### src/rtl/mrms_pkg.sv
package mrms_pkg;

    localparam int POP       = 1024;
    localparam int POP_W     = $clog2(POP);
    localparam int TDEPTH    = 256;
    localparam int TAB_W     = $clog2(TDEPTH);
    localparam int LEN_W     = 9;
    localparam int FRAC      = 16;
    localparam int FIT_W     = FRAC + 2;
    localparam int GEN_W     = 32;
    localparam int MUT_W     = 16;
    localparam int DRAW_W    = 16;
    localparam int TOTAL_W   = 28;
    localparam int DEN_W     = FRAC + 1;
    localparam int DIV_W     = 2 * FIT_W;
    localparam int DIV_CNT_W = $clog2(DIV_W + 1);
    localparam int CFG_IDX_W = 3;
    localparam int CFG_W     = 18;
    localparam int RATE_W    = 17;

    localparam logic [FIT_W-1:0]   ONE       = FIT_W'(1 << FRAC);
    localparam logic [FIT_W-1:0]   FIT_MAX   = '1;
    localparam logic [FIT_W-1:0]   FIT_RST   = FIT_W'(1 << (FRAC - 1));
    localparam logic [TOTAL_W-1:0] TOTAL_RST = TOTAL_W'(POP * (1 << (FRAC - 1)));
    localparam logic [TOTAL_W-1:0] TOTAL_MAX = TOTAL_W'(POP * ((1 << FIT_W) - 1));

    typedef enum logic [1:0] {
        REQ_STEP      = 2'd0,
        REQ_LOAD_LOW  = 2'd1,
        REQ_LOAD_HIGH = 2'd2,
        REQ_NONE      = 2'd3
    } req_type_t;

    typedef enum logic [CFG_IDX_W-1:0] {
        CFG_SWITCH_THR  = 3'd0,
        CFG_NEUTRAL_LOW = 3'd1,
        CFG_NEUTRAL_HI  = 3'd2,
        CFG_MUT_RATE    = 3'd3,
        CFG_REV_MIN     = 3'd4,
        CFG_LOW_LEN     = 3'd5,
        CFG_HIGH_LEN    = 3'd6,
        CFG_SPARE       = 3'd7
    } cfg_idx_t;

    typedef enum logic [3:0] {
        ST_CLEAR,
        ST_IDLE,
        ST_TARGET,
        ST_WALK,
        ST_PICK,
        ST_MOD_GO,
        ST_MOD_WAIT,
        ST_TAB_READ,
        ST_EFFECT,
        ST_DIV_GO,
        ST_DIV_WAIT,
        ST_FIX,
        ST_CHILD_READ,
        ST_COMMIT
    } state_t;

    typedef struct packed {
        logic             rev;
        logic [MUT_W-1:0] mut;
        logic [GEN_W-1:0] gen;
        logic [FIT_W-1:0] fit;
    } pop_word_t;

    typedef struct packed {
        logic             start;
        logic [DIV_W-1:0] dividend;
        logic [DEN_W-1:0] divisor;
    } div_req_t;

    typedef struct packed {
        logic             done;
        logic [DIV_W-1:0] quotient;
        logic [DEN_W-1:0] remainder;
    } div_rsp_t;

endpackage

### src/rtl/mrms_div.sv
module mrms_div
(
    input  logic               clk,
    input  logic               rst_n,
    input  mrms_pkg::div_req_t req,
    output mrms_pkg::div_rsp_t rsp
);

    logic [mrms_pkg::DIV_CNT_W-1:0] cnt_reg, cnt_next;
    logic                           busy_reg, busy_next;
    logic                           done_reg, done_next;
    logic [mrms_pkg::DIV_W-1:0]     quo_reg, quo_next;
    logic [mrms_pkg::DEN_W-1:0]     rem_reg, rem_next;
    logic [mrms_pkg::DEN_W-1:0]     den_reg, den_next;
    logic [mrms_pkg::DEN_W:0]       shifted;
    logic                           ge;

    always_comb
    begin
        shifted   = {rem_reg, quo_reg[mrms_pkg::DIV_W-1]};
        ge        = shifted >= {1'b0, den_reg};
        cnt_next  = cnt_reg;
        busy_next = busy_reg;
        done_next = 1'b0;
        quo_next  = quo_reg;
        rem_next  = rem_reg;
        den_next  = den_reg;
        if (req.start)
        begin
            cnt_next  = mrms_pkg::DIV_CNT_W'(mrms_pkg::DIV_W);
            busy_next = 1'b1;
            quo_next  = req.dividend;
            rem_next  = '0;
            den_next  = req.divisor;
        end
        else if (busy_reg)
        begin
            rem_next = ge ? mrms_pkg::DEN_W'(shifted - {1'b0, den_reg})
                          : mrms_pkg::DEN_W'(shifted);
            quo_next = {quo_reg[mrms_pkg::DIV_W-2:0], ge};
            cnt_next = cnt_reg - 1'b1;
            if (cnt_reg == mrms_pkg::DIV_CNT_W'(1))
            begin
                busy_next = 1'b0;
                done_next = 1'b1;
            end
        end
    end

    always_ff @(posedge clk or negedge rst_n)
    begin
        if (!rst_n)
        begin
            cnt_reg  <= '0;
            busy_reg <= 1'b0;
            done_reg <= 1'b0;
        end
        else
        begin
            cnt_reg  <= cnt_next;
            busy_reg <= busy_next;
            done_reg <= done_next;
        end
    end

    always_ff @(posedge clk)
    begin
        quo_reg <= quo_next;
        rem_reg <= rem_next;
        den_reg <= den_next;
    end

    assign rsp.done      = done_reg;
    assign rsp.quotient  = quo_reg;
    assign rsp.remainder = rem_reg;

endmodule

### config.mk
export PLATFORM = sky130hd
export DESIGN_NAME = mrms_div
export DESIGN_NICKNAME = d
export VERILOG_FILES = /design/src/rtl/mrms_pkg.sv /design/src/rtl/mrms_div.sv
export SDC_FILE = /design/constraint.sdc
export NUM_CORES = 1
export LEC_CHECK = 0
export BUFFER_PORTS_ARGS = -buffer_cell sky130_fd_sc_hd__buf_2
export CAP_MARGIN = 10
export CORE_MARGIN = 2
export CORE_UTILIZATION = 53
export DETAILED_ROUTE_END_ITERATION = 10
export PLACE_DENSITY = 0.87
export REMOVE_ABC_BUFFERS = 1
export SLEW_MARGIN = 20
export SYNTH_ARGS = -nofsm -noshare
export SYNTH_HDL_FRONTEND = slang
export SYNTH_SLANG_ARGS = --single-unit
export TNS_END_PERCENT = 20
### constraint.sdc
create_clock -name clk -period 3.75 [get_ports clk]
set_input_delay 0.375 -clock clk [delete_from_list [all_inputs] [get_ports clk]]
set_output_delay 0.375 -clock clk [all_outputs]
set_load 0.01 [all_outputs]
==> metrics.txt, run 1 <==
setup ws final ~0.8 ns; top cells by area in the synthesized netlist sky130_fd_sc_hd__edfxtp_1, sky130_fd_sc_hd__mux2_2, sky130_fd_sc_hd__dfxtp_1; Vias/cell 5.77; Post-synth EDFFs 53; I/O Buffers 109; transition time of the tightest slew-check pin about 0.94 ns; Leakage between 2 and 2.5 nW; time the worst path needs with I/O delays and setup between 2 and 3 ns; total negative slack 0 ns; Max Fanout on Critical Path 14; total wire length after detailed routing between 9000 and 10,000 µm; critical path data required time between 3 and 4 ns; library cell with the highest instance count after synthesis sky130_fd_sc_hd__edfxtp_1; Max-cap violations 0; number of H-tree levels 3; crit path DAT between 3 and 4 ns; unrepaired setup endpoints after global routing false; gate count after technology mapping about 360; DRT Pass-1 Iters 5; post-route met1 wirelength 3900 µm; final net count 541; layout overhead on the synthesized area 20.2%; final HPWL from detailed placement 6790 µm; clock tree from TritonCTS done; count of vias placed by the detailed router between 3k and 4k; type of element launching the critical path flip-flop; global placer's final weighted congestion around 0.96; share of the clock period used by the worst path after layout between 70% and 80%; Synth top area share approximately two fifths; Syn. warnings 0; Max IR drop VDD 0.000344 V; largest delay contributor family on the critical path compound AO/OA/AOI/OAI gates; final setup skew 0.0118 ns; number of buffers and inverters on the critical path 2; overall overflow remaining after global route 0; Root Buffer sky130_fd_sc_hd__clkbuf_8; TritonCTS Buffers 9; number of setup buffers added after CTS 0; endpoints failing setup 0; hold path startpoint req[10]; max FFs per register 36; cells traversed along the worst timing path inv_1 -> ha_1 -> inv_1 -> fa_1 -> a21o_2 -> a311o_2 -> a211oi_2 -> o21ai_2 -> mux2_2; via count of the first global-routing pass approximately 3.3k; Core ar. about 0.0076 mm²; first-pass GRT wire length 15,400 µm; height of the die 92.5 µm; count of non-filler cells in the finished layout between 500 and 600; type of destination of the critical path flip-flop; insertion delay to the later sink of the worst-skew pair 0.36 ns; maximum clock insertion buffer count 2; mean area per synthesized cell about 12 µm²; maximum frequency from static timing analysis roughly 340 MHz; minimum setup slack after placement 0.813 ns; number of violations reported at the end of detailed-routing iteration 0 ~190; result of the run complete, no violations; initial core utilization 54.3%; Finished Core Util about two thirds; total met3 wirelength after detailed routing slightly below 900 µm; die area between 0.008 and 0.009 mm²; number of nets with antenna violations after detailed routing 0; top_reg_cell synth sky130_fd_sc_hd__edfxtp_1; combined area of the multi-input logic cells 0.00185 mm²; Critical Path Source quo_reg[35]; Routed WL per cell about 17 µm; Top Layer Used met4; number of filler instances in the final layout 583; ant diodes 0; clock-pin slew on the worst setup and hold paths around 0.080 ns; register area 0.00213 mm²; post-synthesis instance area around 0.0042 mm²; Setup CP Type flip-flop to flip-flop; Max Transition Viols Final 0; Tightest Hold Check Type primary input to flip-flop; site row count 32; WL met2 about 4700 µm; top-level I/O count 110; Final Hold Fails 0; width of the die roughly 93 µm; post_cts resized 0; number of placed instances with taps included 555; Yosys reg bits between 70 and 80; remaining max-slew budget at the tightest pin around 37%; crit-path most repeated cell sky130_fd_sc_hd__inv_1; cell taking the most area after synthesis sky130_fd_sc_hd__edfxtp_1; largest net degree at the start of global routing 45; share of synthesized area occupied by flip-flops and latches 51.3%; count of unresolved DRC violations after routing 0; clk sink count between 70 and 80; slowest stage cell on the critical path sky130_fd_sc_hd__a311o_2; overall power of the completed layout 2.80 mW; fraction of final layout cells with drive strength greater than 1 37.2%; top cell types by occurrence after synthesis sky130_fd_sc_hd__edfxtp_1, sky130_fd_sc_hd__mux2_2, sky130_fd_sc_hd__inv_1, sky130_fd_sc_hd__nor2_1, sky130_fd_sc_hd__ha_1; proportion of synthesized flip-flops having asynchronous set or reset between 10 and 15%; Total Routing Usage GR 23.3%; maximum single-stage delay on the critical path roughly 0.45 ns; antenna violations before repair 0; pwr/cell area 561 mW/mm²; launch instance of the worst register-to-register path quo_reg[35]; number of library cell types mapped by synthesis 64
-- logic make-up after synthesis --
family / synth area share (%)
adder cells (fa/ha/maj): 6.20
XOR/XNOR: 3.16
buffers and inverters: 4.07
flip-flops: 51.3
AND/OR/NAND/NOR: 10.1
multiplexers: 11.0
AO/OA/AOI/OAI: 14.2
-- final timing paths --
path                                    end  slack [ns]  depth (start not counted)
worst min register to register   rem_reg[4]        0.53                          2
min in group asynchronous        cnt_reg[4]        0.40                          2
max in group asynchronous        cnt_reg[0]        3.18                          2
worst min-delay path            den_reg[10]        0.19                          1
worst max-delay path             quo_reg[0]        0.80                          9
worst max register to register   quo_reg[0]        0.80                          9
-- power breakdown --
group | internal, mW | leakage (nW) | switching, mW | total, mW
logic | 0.420 | 1.26 | 0.541 | 0.961
clock network | 0.374 | 0.106 | 0.315 | 0.689
registers | 1.05 | 0.782 | 0.0986 | 1.15
-- timing repair --
action / CTS / global route
endpoints found under the setup margin: 0 / 0
hold buffers: 1 / 0
endpoints found under the hold margin: 8 / 0
-- worst register-to-register path, cell delays in order, from the launching register on --
cell and delay [ns]:
sky130_fd_sc_hd__edfxtp_1 0.41, sky130_fd_sc_hd__inv_1 0.08, sky130_fd_sc_hd__ha_1 0.15, sky130_fd_sc_hd__inv_1 0.05, sky130_fd_sc_hd__fa_1 0.39, sky130_fd_sc_hd__a21o_2 0.27, sky130_fd_sc_hd__a311o_2 0.45, sky130_fd_sc_hd__a211oi_2 0.28
sky130_fd_sc_hd__o21ai_2 0.28, sky130_fd_sc_hd__mux2_2 0.36
-- through the flow --
step | cell area, µm² | hold WS (ns)
floorplan | 4080 | 0.0794
global placement | 4770 | 0.224
detailed placement | 4770 | 0.226
CTS | 4990 | 0.178
global route | 4990 | 0.175
finish | 4990 | 0.190
-- layout by cell type, fill, tap and decap left out, types with 8 or more instances in the layout --
| master | Yosys | final |
|---|---|---|
| sky130_fd_sc_hd__dfrtp_1 | 8 | 8 |
| sky130_fd_sc_hd__mux2_2 | 36 | 36 |
| sky130_fd_sc_hd__nand2_1 | 17 | 17 |
| sky130_fd_sc_hd__edfxtp_1 | 53 | 53 |
| sky130_fd_sc_hd__buf_2 | 3 | 109 |
| sky130_fd_sc_hd__o21ai_0 | 11 | 11 |
| sky130_fd_sc_hd__dfxtp_1 | 17 | 17 |
| sky130_fd_sc_hd__xnor2_1 | 11 | 11 |
| sky130_fd_sc_hd__clkbuf_8 | 0 | 9 |
| sky130_fd_sc_hd__a21oi_1 | 17 | 17 |
| sky130_fd_sc_hd__ha_1 | 19 | 19 |
| sky130_fd_sc_hd__nor2_1 | 24 | 24 |
| sky130_fd_sc_hd__inv_1 | 24 | 24 |
| sky130_fd_sc_hd__nand3_1 | 8 | 8 |
-- cell type report --
type	instances	share of cell area, %
Timing Repair Buffer	113	11.6
Inverter	24	1.80
Tap cell	102	2.56
Sequential cell	78	42.7
Clock inverter	6	1.73
Multi-Input combinational cell	239	37.1
Clock buffer	10	2.56
-- per-layer routing --
metal,vias to the layer above,GRT usage (%)
met3,15,7.81
met5,-,0
met1,1576,28.9
met2,154,38.3
li1,1554,-
met4,0,7.96
(Power assumes the default switching activity.)
==> run 2, diff against run 1 <==
Settings changed: ABC_AREA from default to 1, CORE_UTILIZATION 53 to 54, PLACE_DENSITY 0.87 to 0.88.
Clock period 3.75 ns to 2.9 ns, I/O delays scaled along.
==> run 2 against run 1 <==
Compared with the run above:
- die area increased by 4.0%
- via count increased by 22%
- count of clock-buffer cells in the layout increased by 1
- combinational power increased by 100%
- total power increased by 58%
- critical endpoint is now rem_reg[11]
- maximum frequency increased by 36%
- first-iteration DRC count increased by 11%
- cell area increased by 5.5%
- sequential share of layout area decreased by 2.2 points
- final cell count increased by 37%
==> metrics.txt, run 2 <==
clock-pin slew on the worst setup and hold paths ~0.080 ns; count of vias placed by the detailed router about 4.0k; clk sink count 78; number of setup buffers added after CTS 0; cells traversed along the worst timing path inv_1 -> ha_1 -> nand2_1 -> nand2_1 -> nand2_1 -> nand2_1 -> nor2_1 -> o21ai_2 -> nor2_4 -> nand2_4 -> nand2_1 -> nand3_1 -> nand2_1; post_cts resized 0; I/O Buffers roughly 110; transition time of the tightest slew-check pin approximately 0.87 ns; Critical Path Source den_reg[15]; share of the clock period used by the worst path after layout 74.8%; width of the die ~94 µm; post-synthesis instance area approximately 0.0044 mm²; largest net degree at the start of global routing 40; Post-synth EDFFs 53; Leakage around 2.9 nW; overall power of the completed layout between 4 and 5 mW; crit-path most repeated cell sky130_fd_sc_hd__nand2_1; number of nets with antenna violations after detailed routing 0; Cell Int Power about 2.6 mW; via count of the first global-routing pass 3,895; number of buffers inserted for hold repair after clock tree synthesis 1; Root Buffer sky130_fd_sc_hd__clkbuf_8; library cell with the highest instance count after synthesis sky130_fd_sc_hd__nand2_1; clock tree from TritonCTS done; number of H-tree levels 3; total negative slack 0 ns; site row count 32; Total Routing Usage GR 25.2%; top cell types by occurrence after synthesis sky130_fd_sc_hd__nand2_1, sky130_fd_sc_hd__inv_1, sky130_fd_sc_hd__edfxtp_1; pwr/cell area ~840 mW/mm²; TritonCTS Buffers 9; crit path DAT 2.46 ns; total wire length after detailed routing approximately 11,000 µm; type of element launching the critical path flip-flop; unrepaired setup endpoints after global routing false; Max Fanout on Critical Path 19; number of violations reported at the end of detailed-routing iteration 0 about 210; Synth top area share between 30 and 40%; layout overhead on the synthesized area 19.5%; number of library cell types mapped by synthesis 32; Vias/cell 5.14; antenna violations before repair 0; cell taking the most area after synthesis sky130_fd_sc_hd__edfxtp_1; Comb power frac between 40% and 50%; Tightest Hold Check Type primary input to flip-flop; height of the die 94.4 µm; Max-cap violations 0; sw frac 40.4%; Yosys reg bits 78; type of destination of the critical path flip-flop; slowest stage cell on the critical path sky130_fd_sc_hd__nor2_4; hold path startpoint req[3]; Finished Core Util 67.5%; maximum frequency from static timing analysis 461 MHz; sequential fraction of design power between 30% and 40%; remaining max-slew budget at the tightest pin 42.2%; final setup skew 0.00744 ns; critical path data required time 3.19 ns; fraction of final layout cells with drive strength greater than 1 20.3%; die area just under 0.009 mm²; capturing instance or port of the critical path rem_reg[11]; Final Hold Fails 0; first-pass GRT wire length ~17,000 µm; gate count after technology mapping 568; proportion of synthesized flip-flops having asynchronous set or reset 10.3%; share of synthesized area occupied by flip-flops and latches 48.4%; Routed WL per cell between 10 and 15 µm; global placer's final weighted congestion a little over 0.9; top_reg_cell synth sky130_fd_sc_hd__edfxtp_1; top-level I/O count between 100 and 150; endpoints failing setup 0; overall overflow remaining after global route 0; length in cells of the worst reg-to-reg path 13; ant diodes 0; time the worst path needs with I/O delays and setup between 2 and 2.5 ns; most common cell after layout, fill and taps aside sky130_fd_sc_hd__nand2_1; Max Transition Viols Final 0; worst reg2reg endpoint rem_reg[11]; register-to-register setup slack about 0.73 ns; maximum clock insertion buffer count 2; max FFs per register 36; maximum single-stage delay on the critical path 0.41 ns; power share of the clock group 20.5%; DRT Pass-1 Iters 4; result of the run complete, no violations; initial core utilization about 56%; top cells by area in the synthesized netlist sky130_fd_sc_hd__edfxtp_1, sky130_fd_sc_hd__nand2_1, sky130_fd_sc_hd__dfxtp_1; final net count roughly 760; final HPWL from detailed placement approximately 7600 µm; count of unresolved DRC violations after routing 0; Max IR drop VDD 0.000446 V; most frequent cells in the layout sky130_fd_sc_hd__nand2_1, sky130_fd_sc_hd__buf_2, sky130_fd_sc_hd__inv_1; number of filler instances in the final layout around 640; Syn. warnings 0; Setup CP Type flip-flop to flip-flop; switching power total around 1.8 mW; launch instance of the worst register-to-register path den_reg[15]; mean area per synthesized cell just under 8 µm²; Core ar. 0.00781 mm²; insertion delay to the later sink of the worst-skew pair 0.35 ns
==> run 2: cells by family (layout without fill, tap and decap cells) <==
family          Yosys count  after routing  synth area share, %
fa+ha+maj                20             20                 5.85
buf+inv                  92            208                 8.23
xor+xnor                  7              7                 1.39
simple gates            352            352                 33.9
flops                    78             78                 48.4
compound gates           19             19                 2.30
==> run 2: worst min path at each step <==
stage	endpoint	slack, ns	cells past startpoint
after floorplan	busy_reg	-0.006	0
after global placement	cnt_reg[4]	0.14	1
after detailed placement	cnt_reg[3]	0.14	1
after CTS	den_reg[9]	0.09	1
after global routing	den_reg[1]	0.09	1
final	den_reg[3]	0.11	1
==> run 2: layout make-up <==
| type | count | area, µm² | area share [%] |
|---|---|---|---|
| Clock buffer | 11 | 131 | 2.49 |
| Clock inverter | 5 | 83.8 | 1.59 |
| Inverter | 78 | 293 | 5.56 |
| Multi-Input combinational cell | 398 | 1910 | 36.3 |
| Sequential cell | 78 | 2130 | 40.5 |
| Tap cell | 102 | 128 | 2.42 |
| Timing Repair Buffer | 114 | 586 | 11.1 |
==> run 2: routing by layer <==
| metal | global-route usage (%) | wire length, µm |
|---|---|---|
| met5 | 0 | 0 |
| met4 | 7.49 | 83 |
| met3 | 8.14 | 901 |
| met2 | 43.7 | 5280 |
| met1 | 30.1 | 4270 |
==> run 2: per-stage QoR <==
stage                     cells  worst slack [ns]  area (µm²)  hold WS [ns]
after global placement      769             0.864        5040         0.136
after detailed placement    769             0.749        5040         0.140
after floorplan             554             0.827        4340      -0.00559
after CTS                   786             0.717        5270        0.0852
after global routing        786             0.514        5270        0.0851
final                       786             0.729        5270         0.111
==> run 2: power groups by stage <==
stage          clock network (mW)  registers, mW  logic (mW)
2_1_floorplan                   0           1.62        1.34
3_3_place_gp                    0           1.56        1.88
4_1_cts                     0.921           1.55        1.96
6_report                    0.904           1.55        1.96
5_1_grt                     0.964           1.58        2.25
3_5_place_dp                    0           1.57        1.94
==> run 2: critical path: cells and delay by family, from the launching register on <==
family | cells | cell delay, ns
and+or+nand+nor | 10 | 1.31
DFF | 1 | 0.38
adders and majority gates | 1 | 0.25
AOI/OAI and AO/OA | 1 | 0.09
buffers and inverters | 1 | 0.06
==> run 3, diff against run 2 <==
Settings changed: ABC_AREA 1 to 0, CORE_UTILIZATION 54 to 53, PLACE_DENSITY 0.88 to 0.87.
Clock period 2.9 ns to 2.21 ns, I/O delays scaled along.
==> run 3 against run 2 <==
Compared with the run above:
- the flow now finishes with violations (negative setup slack)
- clock skew is 0.0040 ns higher
- non-clock buffer count is 68 higher
- first-iteration DRC count grew 100%
- sequential power grew 25%
- sequential share of layout area is 2.2 points lower
- cell area up 5.7%
- routed wire length up 14%
- maximum frequency is 21% lower
- largest power group unchanged
- register-to-register slack got worse by 1.3 ns
- via count shrank 7.2%
- clock power grew 17%
- total power up 21%
==> metrics.txt, run 3 (synthesis results as in run 1) <==
top-level I/O count 110; met3 Track Usage GR approximately 7.6%; insertion delay to the later sink of the worst-skew pair between 0.3 and 0.4 ns; layout overhead on the synthesized area 34.1%; maximum frequency from static timing analysis about 370 MHz; met1 track demand over resource in global routing between 30 and 40%; maximum single-stage delay on the critical path roughly 0.42 ns; remaining max-slew budget at the tightest pin between 60% and 70%; clk sink count around 80; sequential fraction of design power 36.2%; worst hold slack 0.0335 ns; Root Buffer sky130_fd_sc_hd__clkbuf_8; largest delay contributor family on the critical path compound AO/OA/AOI/OAI gates; Comb power frac 43.9%; clock tree from TritonCTS done; TritonCTS Buffers 9; total wire length after detailed routing roughly 12,000 µm; number of H-tree levels 3; site row count 32; number of placed instances with taps included 621; final setup skew 0.0114 ns; power share of the clock group 20.0%; first-pass GRT wire length roughly 19,000 µm; number of violations reported at the end of detailed-routing iteration 0 430; Setup CP Type flip-flop to flip-flop; Routed WL per cell approximately 19 µm; number of buffers and inverters on the critical path 2; Max Fanout on Critical Path 4; total negative slack -7.41 ns; register-to-register setup slack -0.53 ns; setup ws final -0.529 ns; max FFs per register 36; GRT Max-Usage Layer met2; pwr/cell area around 960 mW/mm²; Leakage approximately 2.5 nW; switching power total roughly 1.9 mW; global placer's final weighted congestion slightly above 0.9; count of vias placed by the detailed router roughly 3.8k; Max IR drop VDD 0.000655 V; Core ar. around 0.0076 mm²; hold-critical path depth 1; maximum clock insertion buffer count 2; Total Routing Usage GR between 20% and 30%; sw frac about a third; final HPWL from detailed placement about 8400 µm; overall overflow remaining after global route 0; Cell Int Power ~3.4 mW; most frequent cells in the layout sky130_fd_sc_hd__buf_2, sky130_fd_sc_hd__buf_4, sky130_fd_sc_hd__edfxtp_1; result of the run finished, violations left; transition time of the tightest slew-check pin about 0.57 ns; worst reg2reg endpoint rem_reg[12]; type of element launching the critical path flip-flop; critical path data required time between 2 and 2.5 ns; hold path startpoint req[1]; height of the die ~90 µm; minimum setup slack after placement -0.520 ns; unrepaired setup endpoints after global routing true; via count of the first global-routing pass between 3k and 4k; violations in the final reports negative setup slack; largest net degree at the start of global routing 37; Tightest Hold Check Type primary input to flip-flop; time the worst path needs with I/O delays and setup approximately 2.7 ns; Min-Delay Endpoint den_reg[1]; count of unresolved DRC violations after routing 0; die area 0.00856 mm²; Max Transition Viols Final 0; Vias/cell roughly 5.9; share of the clock period used by the worst path after layout 124%; fraction of final layout cells with drive strength greater than 1 around 47%; DRT Pass-1 Iters 6; cells traversed along the worst timing path inv_1 -> ha_2 -> inv_2 -> fa_2 -> a21o_2 -> a311o_2 -> a2111oi_4 -> o21a_1 -> o21ai_1 -> a311oi_2; width of the die ~93 µm; I/O Buffers between 100 and 150; slowest stage cell on the critical path sky130_fd_sc_hd__a311o_2; Final Hold Fails 0; length in cells of the worst reg-to-reg path 10; type of destination of the critical path flip-flop; count of non-filler cells in the finished layout ~640; GR met2 Demand/Resource 47.0%; antenna violations before repair 0; number of nets with antenna violations after detailed routing 0; ant diodes 0; crit path DAT roughly 3.0 ns; endpoints failing setup 18; overall power of the completed layout roughly 5.3 mW; clock-pin slew on the worst setup and hold paths about 0.08 ns; launch instance of the worst register-to-register path quo_reg[35]; most common cell after layout, fill and taps aside sky130_fd_sc_hd__buf_2; initial core utilization between 50% and 60%; Max-cap violations 0; final net count 610
run 3: final cells by class:
type                    count  area, µm²
inverters                  24       90.1
clock buffers              10        128
fillers                   468       2080
well taps                 102        128
repair buffers            182       1130
flip-flops and latches     78       2130
multi-input cells         239       1900
clock inverters             6       62.6
run 3: metal layers:
metal / routed length (µm) / part of all wire (%)
met1: 4540 / 38
met2: 5840 / 49
met3: 1080 / 9.0
met4: 508 / 4.2
met5: 0 / 0
run 3: stage by stage:
step                utilization [%]  cell area [µm²]
floorplan                         -             4080
global placement               69.2             5290
detailed placement             69.2             5290
CTS                            72.2             5520
global route                   72.8             5570
finish                         72.8             5570
run 3: worst max path at each step:
stage,startpoint,end,slack (ns),cells after the start
CTS,quo_reg[35],rem_reg[6],-0.43,11
global route,quo_reg[35],rem_reg[12],-0.59,10
detailed placement,quo_reg[35],rem_reg[5],-0.52,11
finish,quo_reg[35],rem_reg[12],-0.53,10
floorplan,quo_reg[35],quo_reg[0],-0.56,9
global placement,quo_reg[35],rem_reg[10],-0.42,11
run 3: power groups by stage:
stage | clock network (mW) | logic, mW | registers (mW)
5_1_grt | 1.11 | 2.50 | 1.95
2_1_floorplan | 0 | 1.04 | 2.03
3_3_place_gp | 0 | 2.05 | 1.94
4_1_cts | 1.06 | 2.20 | 1.92
6_report | 1.06 | 2.34 | 1.93
3_5_place_dp | 0 | 2.13 | 1.94
run 3: timing repair:
action	in CTS	in global routing
buffers inserted	2	1
pin swaps	12	8
hold buffers	1	0
gates resized for setup	5	14
endpoints found under the hold margin	8	0
setup endpoints to repair	18	18
run 3: worst reg2reg max path, stage by stage, from the launching register on:
cell	delay [ns]
sky130_fd_sc_hd__edfxtp_1	0.40
sky130_fd_sc_hd__inv_1	0.07
sky130_fd_sc_hd__ha_2	0.17
sky130_fd_sc_hd__inv_2	0.04
sky130_fd_sc_hd__fa_2	0.33
sky130_fd_sc_hd__a21o_2	0.21
sky130_fd_sc_hd__a311o_2	0.42
sky130_fd_sc_hd__a2111oi_4	0.41
sky130_fd_sc_hd__o21a_1	0.20
sky130_fd_sc_hd__o21ai_1	0.08
sky130_fd_sc_hd__a311oi_2	0.30
